==> src/rtl/core/dmpid_pkg.sv <==
// Shared types, constants and saturating arithmetic for the dual-mode PID core.
`default_nettype none

package dmpid_pkg;

  // Sample and gain formats
  localparam int SAMPLE_WIDTH   = 16;
  localparam int GAIN_FRAC_BITS = 16;
  localparam int GAIN_W         = 32;
  localparam int ERR_W          = SAMPLE_WIDTH + 1;   // setpoint - measured
  localparam int OPD_W          = SAMPLE_WIDTH + 3;   // e0 - 2*e1 + e2 worst case
  localparam int PROD_W         = GAIN_W + OPD_W;     // gain * operand, never overflows
  localparam int ACC_W          = 64;
  localparam int MAG_W          = ACC_W - GAIN_FRAC_BITS;
  localparam int LIMIT_W        = 31;
  localparam int DRIVE_W        = 32;

  // Configuration bus
  localparam int DATA_W    = 32;
  localparam int REG_IDX_W = 3;
  localparam int ADDR_W    = REG_IDX_W + 2;

  // Drive saturation points, as integer magnitudes
  localparam logic [MAG_W-1:0] DRIVE_POS_MAG = MAG_W'((64'd1 << (DRIVE_W - 1)) - 64'd1);
  localparam logic [MAG_W-1:0] DRIVE_NEG_MAG = MAG_W'(64'd1 << (DRIVE_W - 1));
  localparam logic signed [DRIVE_W-1:0] DRIVE_MAX = {1'b0, {(DRIVE_W-1){1'b1}}};
  localparam logic signed [DRIVE_W-1:0] DRIVE_MIN = {1'b1, {(DRIVE_W-1){1'b0}}};

  localparam logic signed [ACC_W-1:0] ACC_MAX = {1'b0, {(ACC_W-1){1'b1}}};
  localparam logic signed [ACC_W-1:0] ACC_MIN = {1'b1, {(ACC_W-1){1'b0}}};

  // Control law selection
  localparam logic MODE_INCR = 1'b0;
  localparam logic MODE_POS  = 1'b1;

  // Register map, word index
  typedef enum logic [REG_IDX_W-1:0] {
    REG_MODE      = 3'd0,
    REG_KP        = 3'd1,
    REG_KI        = 3'd2,
    REG_KD        = 3'd3,
    REG_CLAMP_EN  = 3'd4,
    REG_OUT_LIMIT = 3'd5
  } reg_idx_t;

  localparam logic [DATA_W-1:0] MODE_RST      = DATA_W'(1);
  localparam logic [DATA_W-1:0] OUT_LIMIT_RST = DATA_W'(9999);

  // Configuration seen by the datapath
  typedef struct packed {
    logic                      mode;
    logic signed [GAIN_W-1:0]  kp;
    logic signed [GAIN_W-1:0]  ki;
    logic signed [GAIN_W-1:0]  kd;
    logic                      clamp_en;
    logic [LIMIT_W-1:0]        out_limit;
  } cfg_t;

  // Error stage to product stage
  typedef struct packed {
    logic signed [ERR_W-1:0] e0;
    logic signed [OPD_W-1:0] p_opd;
    logic signed [OPD_W-1:0] d_opd;
  } err_t;

  // Product stage to accumulate stage
  typedef struct packed {
    logic signed [PROD_W-1:0] pt;
    logic signed [PROD_W-1:0] it;
    logic signed [PROD_W-1:0] dt;
  } prod_t;

  typedef struct packed {
    logic                    ovf;
    logic signed [ACC_W-1:0] val;
  } sat_t;

  // Signed add that sticks at the 64-bit limits
  function automatic sat_t sat_add(input logic signed [ACC_W-1:0] a,
                                   input logic signed [ACC_W-1:0] b);
    logic signed [ACC_W-1:0] s;
    sat_t r;
    s = a + b;
    r.ovf = (a[ACC_W-1] == b[ACC_W-1]) && (s[ACC_W-1] != a[ACC_W-1]);
    r.val = r.ovf ? (a[ACC_W-1] ? ACC_MIN : ACC_MAX) : s;
    return r;
  endfunction

endpackage

`default_nettype wire

==> src/rtl/core/dmpid_regs.sv <==
// APB-style configuration registers of the PID core.
`default_nettype none

module dmpid_regs
  import dmpid_pkg::*;
(
  input  wire logic              clk,
  input  wire logic              rst_n,
  input  wire logic              cfg_psel,
  input  wire logic              cfg_penable,
  input  wire logic              cfg_pwrite,
  input  wire logic [ADDR_W-1:0] cfg_paddr,
  input  wire logic [DATA_W-1:0] cfg_pwdata,
  output logic      [DATA_W-1:0] cfg_prdata,
  output logic                   cfg_pready,
  output cfg_t                   cfg
);

  cfg_t     cfg_r;
  reg_idx_t idx;
  logic     wr_en;

  assign idx        = reg_idx_t'(cfg_paddr[ADDR_W-1:2]);
  assign cfg_pready = 1'b1;
  assign wr_en      = cfg_psel && cfg_penable && cfg_pwrite && cfg_pready;
  assign cfg        = cfg_r;

  // Register writes
  always_ff @(posedge clk) begin
    if (!rst_n) begin
      cfg_r.mode      <= MODE_RST[0];
      cfg_r.kp        <= '0;
      cfg_r.ki        <= '0;
      cfg_r.kd        <= '0;
      cfg_r.clamp_en  <= 1'b0;
      cfg_r.out_limit <= OUT_LIMIT_RST[LIMIT_W-1:0];
    end else if (wr_en) begin
      case (idx)
        REG_MODE:      cfg_r.mode      <= cfg_pwdata[0];
        REG_KP:        cfg_r.kp        <= signed'(cfg_pwdata);
        REG_KI:        cfg_r.ki        <= signed'(cfg_pwdata);
        REG_KD:        cfg_r.kd        <= signed'(cfg_pwdata);
        REG_CLAMP_EN:  cfg_r.clamp_en  <= cfg_pwdata[0];
        REG_OUT_LIMIT: cfg_r.out_limit <= cfg_pwdata[LIMIT_W-1:0];
        default: ;
      endcase
    end
  end

  // Read-back mux
  always_comb begin
    case (idx)
      REG_MODE:      cfg_prdata = DATA_W'(cfg_r.mode);
      REG_KP:        cfg_prdata = cfg_r.kp;
      REG_KI:        cfg_prdata = cfg_r.ki;
      REG_KD:        cfg_prdata = cfg_r.kd;
      REG_CLAMP_EN:  cfg_prdata = DATA_W'(cfg_r.clamp_en);
      REG_OUT_LIMIT: cfg_prdata = DATA_W'(cfg_r.out_limit);
      default:       cfg_prdata = '0;
    endcase
  end

endmodule

`default_nettype wire

==> config.mk <==
export PLATFORM = sky130hd
export DESIGN_NAME = dmpid_regs
export DESIGN_NICKNAME = d
export VERILOG_FILES = /design/src/rtl/core/dmpid_pkg.sv /design/src/rtl/core/dmpid_regs.sv
export SDC_FILE = /design/constraint.sdc
export NUM_CORES = 1
export LEC_CHECK = 0
export BUFFER_PORTS_ARGS = -buffer_cell sky130_fd_sc_hd__buf_4
export CORE_MARGIN = 2
export CORE_UTILIZATION = 40
export CTS_CLUSTER_DIAMETER = 40
export DETAILED_ROUTE_END_ITERATION = 16
export PLACE_DENSITY = 0.66
export SKIP_LAST_GASP = 1
export SLEW_MARGIN = 20
export SYNTH_ARGS = -nofsm -noshare
export SYNTH_HDL_FRONTEND = slang
export SYNTH_SLANG_ARGS = --single-unit
==> constraint.sdc <==
create_clock -name clk -period 1.3 [get_ports clk]
set_input_delay 0.065 -clock clk [delete_from_list [all_inputs] [get_ports clk]]
set_output_delay 0.065 -clock clk [all_outputs]
set_load 0.005 [all_outputs]
Word level (Yosys, flattened, before mapping)
Cells that the tools add are included.
{"block": "totals", "ff_bits": 129, "in_bits": 42, "word_cells": 21}
{"block": "op_classes", "n_reduce_logical": 9, "n_mux": 1, "n_eq_ne": 5}
{"operator": "case mux 32 bit (6 select lines)", "count": 1}
{"operator": "AND reduction 2 bit", "count": 6}
{"operator": "== test 3 x 2 -> 1 bit (second input constant)", "count": 2}
{"operator": "== test 3 bit (second input constant)", "count": 2}
{"operator": "== test 3 x 1 -> 1 bit (second input constant)", "count": 1}
{"operator": "zero test 3 bit", "count": 1}
{"operator": "logical AND 1 bit", "count": 2}

Depth between registers and ports, before layout
Gate-level depths: netlist of the first run.
{"block": "depth", "depth_word": 3, "ltp_mapped": 6, "mapped_depth_nobuf": 3}

Worst setup path before layout of the first run
OpenSTA, ideal clock, no wires.
{"block": "synth_timing", "path_kind": "in2reg", "startpoint": "input cfg_paddr[4]", "endpoint": "register cfg_r (netlist bit cfg[68])", "slack_ns": 0.160, "path_stages": 6, "n_path_buf": 3, "t_required_ns": 1.228, "arrival_ns": 1.068, "setup_ns": 0.072, "path_cell_list": "buf_4 nand4b_4 nor3b_1 buf_4 buf_6 mux2i_1"}
{"block": "synth_via", "elab_chain_cells": 2}
{"element": "start: declaration", "line_no": "dmpid_regs.sv:12", "source": "input wire logic [ADDR_W-1:0] cfg_paddr,"}
{"element": "== test 3 x 2 -> 1 bit", "line_no": "dmpid_regs.sv:38", "source": "case (idx)"}
{"element": "AND reduction 2 bit (no source line)"}
{"element": "end: declaration", "line_no": "dmpid_regs.sv:19", "source": "cfg_t cfg_r;"}
No other way between the ends.
A chain may end at the register's enable or synchronous reset.

Worst setup path in the final report of the first run
{"block": "layout_timing", "startpoint": "register cfg_r (netlist bit cfg[0])", "endpoint": "output cfg_prdata[0]"}
{"block": "layout_via", "elab_chain_cells": 1}
{"element": "case mux 32 bit (6 select lines)", "line_no": "dmpid_regs.sv:52", "source": "case (idx)"}
{"element": "end: declaration", "line_no": "dmpid_regs.sv:14", "source": "output logic [DATA_W-1:0] cfg_prdata,"}
No other way between the ends.

==> results.json, run 1 <==
{
  "status": "complete, but fails checks",
  "violations": "negative setup slack",
  "maxSlewViolCount": 0,
  "cts_tree": "built",
  "grt_max_degree": 63,
  "final_common_cell": "buf_4",
  "numPortBuffers": 200,
  "syn_area_per_cell_um2": 9.29,
  "final.setup.worst_slack_ps": -363,
  "drive_gt1_share_pct": 37.8,
  "r2r_end": "cfg[0]$_SDFFE_PN1P_",
  "final_cell_mix": "buf_4, nand2_1, mux2i_1",
  "post-route-period-util_pct": 128,
  "start_util_pct": 41.3,
  "hold_path_class": "primary input to flip-flop",
  "gp_congestion": 0.800,
  "fin_skew_ps": 0,
  "synth_mux_area_share_pct": 26.9,
  "reg2reg_from": "cfg[0]$_SDFFE_PN1P_",
  "die_w_um": 124,
  "synthSimpleGateAreaFrac_pct": 16.6,
  "r2r_slack_ps": 550,
  "ir_drop_v": 0.000887,
  "max_stage_delay_ps": 460,
  "synth_cell_type_count": 31,
  "fin_crit_ps": 1660,
  "rr_worst_depth": 3,
  "synthAdderAreaFrac_pct": 0,
  "maxCapViolCount": 0,
  "ant_nets": 0,
  "worstHoldStart": "cfg_pwdata[17]",
  "pre_cts_slack_ps": 45.2,
  "powerDensity_mw_per_mm2": 1100,
  "drc": 0,
  "arrival_ps": 1600,
  "cp_slowest_cell": "mux4_2",
  "die_area_mm2": 0.0154,
  "cts_max_path_buffers": 2,
  "grt.overflow.total": 0,
  "fin_nets": 902,
  "vias_per_cell": 5.26,
  "area_growth_pct": 51.1,
  "clkLatencyLatePin_ps": 410,
  "fin_setup_tns_ps": -450,
  "gr-usage-all-layers_pct": 23.7,
  "crit_chain": "mux4_2 -> mux2_4 -> buf_6",
  "synth-compound-area-share_pct": 6.26,
  "netlist_area_mm2": 0.00578,
  "setup_violations": 2,
  "whs_path_depth": 3,
  "vias": 5537,
  "core_mm2": 0.0140,
  "antenna_found_initial": 0,
  "row_count": 43,
  "max_freq_ghz": 0.601,
  "cts_max_level": 4,
  "dr.first_iter.drc_count": 314,
  "ys.flop_type": "dfxtp_1",
  "ys_ff_latch": 129,
  "async_flop_share_pct": 0,
  "synth-xor-area-share_pct": 0,
  "cts_buffers": 17,
  "synth_top_family_by_area": "multiplexers",
  "required_ps": 1240,
  "hold_viol": 0,
  "root_buffer": "clkbuf_16",
  "n_fill_cell": 1185,
  "grt_pass1_wl_um": 29300,
  "path_clk_slew_ps": 50,
  "synth_edf_count": 0,
  "ios": 204,
  "rsz0062_at_grt": "true",
  "holdPathEnd": "cfg[49]$_SDFFE_PN0P_",
  "cp-start-kind": "flip-flop",
  "clock_sinks": 129,
  "synth_nets": 664,
  "antenna_cells": 0,
  "largest_reg_flops": 129,
  "worstPathMaxFanout": 2,
  "wl_per_cell_um": 17.9,
  "cp-end-kind": "primary output",
  "drt-pass1-iter-count": 5,
  "yosysSeqAreaShare_pct": 44.7,
  "routed_wl_um": 18800,
  "dpl.hpwl_um": 12700,
  "path_class": "flip-flop to primary output",
  "syn_inst": 622,
  "p_leak_nw": 3.58,
  "synth_warnings": 0,
  "die_h_um": 124,
  "grt_pass1_vias": 5414
}
## worst max path at each step
| stage | startpoint | slack, ps | cells after the start | to |
|---|---|---|---|---|
| final | cfg[0]$_SDFFE_PN1P_ | -360 | 3 | cfg_prdata[0] |
| after global routing | cfg[0]$_SDFFE_PN1P_ | -400 | 3 | cfg_prdata[0] |
| after global placement | cfg_paddr[2] | 40 | 4 | cfg_prdata[0] |
| after CTS | cfg[0]$_SDFFE_PN1P_ | -370 | 3 | cfg_prdata[0] |
| after floorplan | cfg_paddr[4] | 160 | 6 | cfg[68]$_SDFFE_PN0P_ |
| after detailed placement | cfg_paddr[4] | 50 | 5 | cfg[69]$_SDFFE_PN0P_ |
## critical path, delay by kind of cell (launching register included)
kind	cells	cell delay [ps]
buf+inv	1	120
mux	2	750
flops	1	320
## report_power, final
group / internal [mW] / switching (mW)
clock network: 3.08 / 1.73
logic: 0.365 / 0.406
registers: 3.99 / 0.0263
## cells in the mapped netlist, types with 3 or more instances
master    instances  area [um2]
nand2_1         182         683
buf_6             5        56.3
o211ai_1         29         218
buf_1             3        11.3
buf_2            13        65.1
inv_1             7        26.3
o311ai_0          5        43.8
o21ai_0           7        35.0
nand3_1          29         145
mux2i_1         151        1510
nor2b_1           5        31.3
clkbuf_1         23        86.3
buf_4             9        67.6
o311ai_1          3        26.3
dfxtp_1         129        2580
## area by class of cell
cell class / count / area (um2) / share of cell area, %
multi-input combinational: 433 / 2930 / 33.5
sequential: 129 / 2630 / 30.2
clock buffer: 20 / 457 / 5.23
clock inverter: 11 / 138 / 1.58
timing repair buffer: 272 / 2330 / 26.7
inverter: 7 / 26.3 / 0.301
tap: 180 / 225 / 2.58
## metrics by stage
stage	utilization, %	hold WS (ps)	cells	power, mW	cell area [um2]
floorplan	-	241	622	4.42	5780
global placement	55.3	357	985	4.77	7730
detailed placement	55.3	372	985	4.79	7730
CTS	62.1	1.12	1050	9.63	8680
global route	62.4	13.4	1052	9.92	8730
finish	62.4	12.0	1052	9.60	8730
## logic make-up after synthesis
group                  after synthesis
multiplexers                       154
flip-flops                         129
other                                1
buffers and inverters               60
AND/OR/NAND/NOR                    229
AO/OA/AOI/OAI                       49
## layer usage
layer	vias up	wire [um]	global-route usage [%]
met5	-	0	0
met1	2653	8170	29.9
met3	28	1340	6.15
met4	0	332	8.39
li1	2614	-	-
met2	242	8980	39.2
## timing repair
action	CTS	global route
endpoints found under the setup margin	9	24
buffers inserted	9	2
pin swaps	9	10
endpoints found under the hold margin	81	0
hold buffers	25	0
resized for setup	23	25
No activity file was read; power rests on OpenSTA's default activity.
==> run 2: changes to the inputs <==
--- a/config.mk
+++ b/config.mk
@@ -8,6 +8,7 @@
 export BUFFER_PORTS_ARGS = -buffer_cell sky130_fd_sc_hd__buf_4
 export CORE_MARGIN = 2
 export CORE_UTILIZATION = 40
+export CTS_BUF_LIST = sky130_fd_sc_hd__clkbuf_4 sky130_fd_sc_hd__clkbuf_8 sky130_fd_sc_hd__clkbuf_16
 export CTS_CLUSTER_DIAMETER = 40
 export DETAILED_ROUTE_END_ITERATION = 16
 export PLACE_DENSITY = 0.66
==> results.json, run 2 (synthesis results as in run 1) <==
{
  "core_mm2": 0.0140,
  "antenna_cells": 0,
  "cts_max_path_buffers": 2,
  "post-route-period-util_pct": 128,
  "drc": 0,
  "ir_drop_v": 0.000885,
  "cts_tree": "built",
  "rsz0062_at_grt": "true",
  "gr-usage-met1_pct": 29.9,
  "max_stage_delay_ps": 460,
  "grt.overflow.total": 0,
  "crit_chain": "mux4_2 -> mux2_4 -> buf_6",
  "cts_buffers": 17,
  "grt_pass1_vias": 5414,
  "vias": 5547,
  "rr_worst_depth": 3,
  "numPortBuffers": 200,
  "status": "complete, but fails checks",
  "area_growth_pct": 51.2,
  "die_h_um": 124,
  "fin_setup_tns_ps": -450,
  "crit_end": "cfg_prdata[0]",
  "final.setup.worst_slack_ps": -362,
  "required_ps": 1240,
  "powerDensity_mw_per_mm2": 1100,
  "design_area_mm2": 0.00874,
  "dpl.hpwl_um": 12700,
  "r2r_end": "cfg[0]$_SDFFE_PN1P_",
  "r2r_slack_ps": 550,
  "row_count": 43,
  "fin_nets": 902,
  "clock_power_share_pct": 50.2,
  "final_core_util_pct": 62.5,
  "fin_skew_ps": 0,
  "root_buffer": "clkbuf_16",
  "routed_wl_um": 18800,
  "final_cell_mix": "buf_4, nand2_1, mux2i_1",
  "path_class": "flip-flop to primary output",
  "path_clk_slew_ps": 50,
  "whs_ps": 9.98,
  "place_area_mm2": 0.00773,
  "p_leak_nw": 3.58,
  "clock_sinks": 129,
  "power_frac_comb_pct": 8.0,
  "hold_viol": 0,
  "antenna_found_initial": 0,
  "clkLatencyLatePin_ps": 410,
  "dr.first_iter.drc_count": 326,
  "vias_per_cell": 5.27,
  "die_w_um": 124,
  "ant_nets": 0,
  "reg2reg_from": "cfg[0]$_SDFFE_PN1P_",
  "fin_crit_ps": 1660,
  "finalPower_mw": 9.61,
  "use_met2_pct": 39.1,
  "start_util_pct": 41.3,
  "cp-end-kind": "primary output",
  "cp_slowest_cell": "mux4_2",
  "arrival_ps": 1600,
  "met3_usage_pct": 6.15,
  "gp_congestion": 0.800,
  "ios": 204,
  "max_freq_ghz": 0.602,
  "crit_start": "cfg[0]$_SDFFE_PN1P_",
  "worstPathMaxFanout": 2,
  "cts_max_level": 4,
  "pre_cts_slack_ps": 45.2,
  "wl_per_cell_um": 17.9,
  "largest_reg_flops": 129,
  "maxSlewViolCount": 0,
  "gr-usage-all-layers_pct": 23.7,
  "switching_share_pct": 22.4,
  "top_usage_layer": "met2",
  "p_int_mw": 7.46,
  "dp.cells": 985,
  "setup_violations": 2,
  "drive_gt1_share_pct": 38.0,
  "violations": "negative setup slack",
  "cp-start-kind": "flip-flop",
  "p_sw_mw": 2.16,
  "pwr-share-seq_pct": 41.8,
  "instances_no_fill": 1052,
  "drt-pass1-iter-count": 5,
  "maxCapViolCount": 0,
  "hold_path_class": "primary input to flip-flop",
  "die_area_mm2": 0.0154,
  "n_fill_cell": 1183,
  "grt_pass1_wl_um": 29300,
  "final_common_cell": "buf_4",
  "grt_max_degree": 63
}
run 2: cell types whose count changed in the layout (fill, tap and decap cells not counted):
cell and delta:
clkbuf_1 -1, clkbuf_4 +1
run 2: power by group through the flow:
| stage | Clock, mW | Combinational [mW] | Sequential, mW |
|---|---|---|---|
| after floorplan | 0 | 0.330 | 4.09 |
| after global placement | 0 | 0.677 | 4.10 |
| after detailed placement | 0 | 0.692 | 4.10 |
| after CTS | 4.88 | 0.766 | 4.01 |
| after global routing | 5.11 | 0.817 | 4.01 |
| final | 4.83 | 0.771 | 4.01 |
run 2: critical path, delay by kind of cell (launching register included):
family                 cells  cell delay, ps
multiplexers               2             750
buffers and inverters      1             120
flip-flops                 1             320
run 2: cell type report:
class | instances | area, um2 | share of cell area, %
Timing Repair Buffer | 272 | 2330 | 26.6
Inverter | 7 | 26.3 | 0.301
Clock buffer | 20 | 460 | 5.27
Clock inverter | 11 | 138 | 1.58
Sequential cell | 129 | 2630 | 30.1
Tap cell | 180 | 225 | 2.58
Multi-Input combinational cell | 433 | 2930 | 33.5
run 2: what timing repair did:
action                     CTS  global route
setup endpoints to repair    9            24
hold endpoints to repair    81             0
pin swaps                    9            10
hold buffers                25             0
buffers inserted             9             2
resized for setup           23            25
run 2: per-layer routing:
metal	part of all wire (%)	wire length (um)	vias up
li1	-	-	2612
met1	43	8170	2671
met2	48	9000	240
met3	7.4	1390	24
met4	1.4	268	0
met5	0	0	-
run 2: how the worst min path moves through the flow:
stage / slack (ps) / depth (start not counted) / endpoint / start
5_1_grt: 10 / 3 / cfg[80]$_SDFFE_PN0P_ / cfg_pwdata[16]
2_1_floorplan: 240 / 2 / cfg[128]$_SDFFE_PN1P_ / cfg_pwdata[0]
3_3_place_gp: 360 / 3 / cfg[128]$_SDFFE_PN1P_ / cfg_pwdata[0]
6_report: 10 / 3 / cfg[113]$_SDFFE_PN0P_ / cfg_pwdata[17]
3_5_place_dp: 370 / 3 / cfg[0]$_SDFFE_PN1P_ / cfg_pwdata[0]
4_1_cts: 1 / 3 / cfg[80]$_SDFFE_PN0P_ / cfg_pwdata[16]
==> run 3: changes to the inputs <==
--- a/config.mk
+++ b/config.mk
@@ -5,13 +5,12 @@
 export SDC_FILE = /design/constraint.sdc
 export NUM_CORES = 1
 export LEC_CHECK = 0
-export BUFFER_PORTS_ARGS = -buffer_cell sky130_fd_sc_hd__buf_4
 export CORE_MARGIN = 2
 export CORE_UTILIZATION = 40
 export CTS_BUF_LIST = sky130_fd_sc_hd__clkbuf_4 sky130_fd_sc_hd__clkbuf_8 sky130_fd_sc_hd__clkbuf_16
 export CTS_CLUSTER_DIAMETER = 40
 export DETAILED_ROUTE_END_ITERATION = 16
-export PLACE_DENSITY = 0.66
+export DONT_BUFFER_PORTS = 1
 export SKIP_LAST_GASP = 1
 export SLEW_MARGIN = 20
 export SYNTH_ARGS = -nofsm -noshare
==> constraint.sdc (replaced) <==
create_clock -name clk -period 1.3 [get_ports clk]
set_input_delay 0.195 -clock clk [delete_from_list [all_inputs] [get_ports clk]]
set_output_delay 0.195 -clock clk [all_outputs]
set_load 0.005 [all_outputs]
==> results.json, run 3 (synthesis results as in run 1) <==
{
  "status": "complete, but fails checks",
  "violations": "negative setup slack",
  "reg2reg_from": "cfg[2]$_SDFFE_PN1P_",
  "die_w_um": 124,
  "vias_per_cell": 5.65,
  "antenna_cells": 0,
  "max_freq_ghz": 0.599,
  "fin_crit_ps": 1670,
  "path_class": "flip-flop to primary output",
  "design_area_mm2": 0.00786,
  "crit_chain": "mux4_2 -> mux2_4",
  "routed.top_layer": "met4",
  "numPortBuffers": 0,
  "met3_length_um": 1750,
  "p_leak_nw": 2.52,
  "instances_no_fill": 911,
  "dp.cells": 775,
  "wl_met2_um": 9370,
  "routed_wl_um": 18900,
  "vias": 5147,
  "place_area_mm2": 0.00606,
  "path_depth": 2,
  "fin_skew_ps": 0,
  "r2r_slack_ps": 10,
  "cp_slowest_cell": "mux4_2",
  "cp_top_family": "multiplexers",
  "core_mm2": 0.0140,
  "rr_worst_depth": 3,
  "cts_tree": "built",
  "drt-pass1-iter-count": 5,
  "pwr-share-seq_pct": 43.1,
  "ios": 204,
  "p_int_mw": 7.20,
  "grt_pass1_wl_um": 30100,
  "power_frac_comb_pct": 4.6,
  "wl_per_cell_um": 20.7,
  "whs_path_depth": 2,
  "max_stage_delay_ps": 460,
  "worstHoldStart": "cfg_pwdata[7]",
  "maxSlewViolCount": 0,
  "drive_gt1_share_pct": 20.4,
  "maxCapViolCount": 0,
  "hold_path_class": "primary input to flip-flop",
  "r2r_end": "cfg[2]$_SDFFE_PN1P_",
  "area_growth_pct": 36.0,
  "ant_nets": 0,
  "holdPathEnd": "cfg[39]$_SDFFE_PN0P_",
  "rsz0062_at_grt": "true",
  "die_h_um": 124,
  "cts_buffers": 17,
  "switching_share_pct": 22.5,
  "row_count": 43,
  "drc": 0,
  "cts_max_path_buffers": 2,
  "clock_sinks": 129,
  "grt_pass1_vias": 5438,
  "grt_max_degree": 116,
  "hold_viol": 0,
  "ir_drop_v": 0.000939,
  "final_common_cell": "nand2_1",
  "p_sw_mw": 2.09,
  "critical_path_buf_inv_count": 0,
  "cts_max_level": 4,
  "start_util_pct": 41.3,
  "grt.overflow.total": 0,
  "post-route-period-util_pct": 128,
  "drt-met1-wl_um": 7400,
  "dpl.hpwl_um": 10700,
  "final.setup.worst_slack_ps": -370,
  "die_area_mm2": 0.0154,
  "fin_nets": 761,
  "whs_ps": 8.25,
  "dr.first_iter.drc_count": 340,
  "largest_reg_flops": 129,
  "required_ps": 1110,
  "gp_congestion": 0.757,
  "powerDensity_mw_per_mm2": 1180,
  "clkLatencyLatePin_ps": 410,
  "root_buffer": "clkbuf_16",
  "final_cell_mix": "nand2_1, mux2i_1, dlygate4sd3_1",
  "cp-end-kind": "primary output",
  "arrival_ps": 1470,
  "setup_violations": 6,
  "antenna_found_initial": 0,
  "clock_power_share_pct": 52.2,
  "path_clk_slew_ps": 60,
  "cp-start-kind": "flip-flop",
  "worstPathMaxFanout": 2,
  "gr-usage-all-layers_pct": 24.5
}
[run 3: timing repair]
action	in CTS	in global routing
hold buffers	102	1
hold endpoints to repair	129	1
setup buffers	0	2
pin swaps	10	15
setup endpoints to repair	25	39
gates resized for setup	47	45
[run 3: routing by layer]
metal / track usage (%) / up-vias
li1: - / 2340
met1: 28.1 / 2542
met2: 41.4 / 233
met3: 9.47 / 32
met4: 8.79 / 0
met5: 0 / -
[run 3: worst max path at each step]
| stage | from | end | slack [ps] |
|---|---|---|---|
| finish | cfg[0]$_SDFFE_PN1P_ | cfg_prdata[0] | -370 |
| global route | cfg[0]$_SDFFE_PN1P_ | cfg_prdata[0] | -410 |
| CTS | cfg[0]$_SDFFE_PN1P_ | cfg_prdata[0] | -370 |
| detailed placement | cfg_paddr[4] | cfg[77]$_SDFFE_PN0P_ | -10 |
| global placement | cfg_paddr[4] | cfg[81]$_SDFFE_PN0P_ | 40 |
| floorplan | cfg_paddr[2] | cfg_prdata[10] | 3 |
[run 3: power groups by stage]
stage	registers (mW)	clock network [mW]	logic, mW
6_report	4.01	4.85	0.432
3_3_place_gp	4.10	0	0.302
4_1_cts	4.02	4.90	0.420
5_1_grt	4.01	5.07	0.463
2_1_floorplan	4.09	0	0.330
3_5_place_dp	4.10	0	0.313
[run 3: layout make-up]
class,count,area (um2)
Fill cell,1235,6130
Multi-Input combinational cell,433,2940
Tap cell,180,225
Inverter,7,26.3
Clock buffer,21,480
Sequential cell,129,2690
Timing Repair Buffer,131,1370
Clock inverter,10,125
[run 3: worst register-to-register path, stage by stage, from the launching register on]
cell,delay [ps]
dfxtp_2,350
o21ai_0,70
o311ai_0,150
dlygate4sd3_1,600
[run 3: through the flow]
stage / total power, mW / setup slack, ps / util, % / TNS [ps]
3_3_place_gp: 4.41 / 41.2 / 43.3 / 0
2_1_floorplan: 4.42 / 2.59 / - / 0
4_1_cts: 9.33 / -372 / 55.6 / -834
3_5_place_dp: 4.42 / -11.6 / 43.3 / -14.1
5_1_grt: 9.55 / -413 / 56.2 / -1070
6_report: 9.29 / -370 / 56.2 / -569
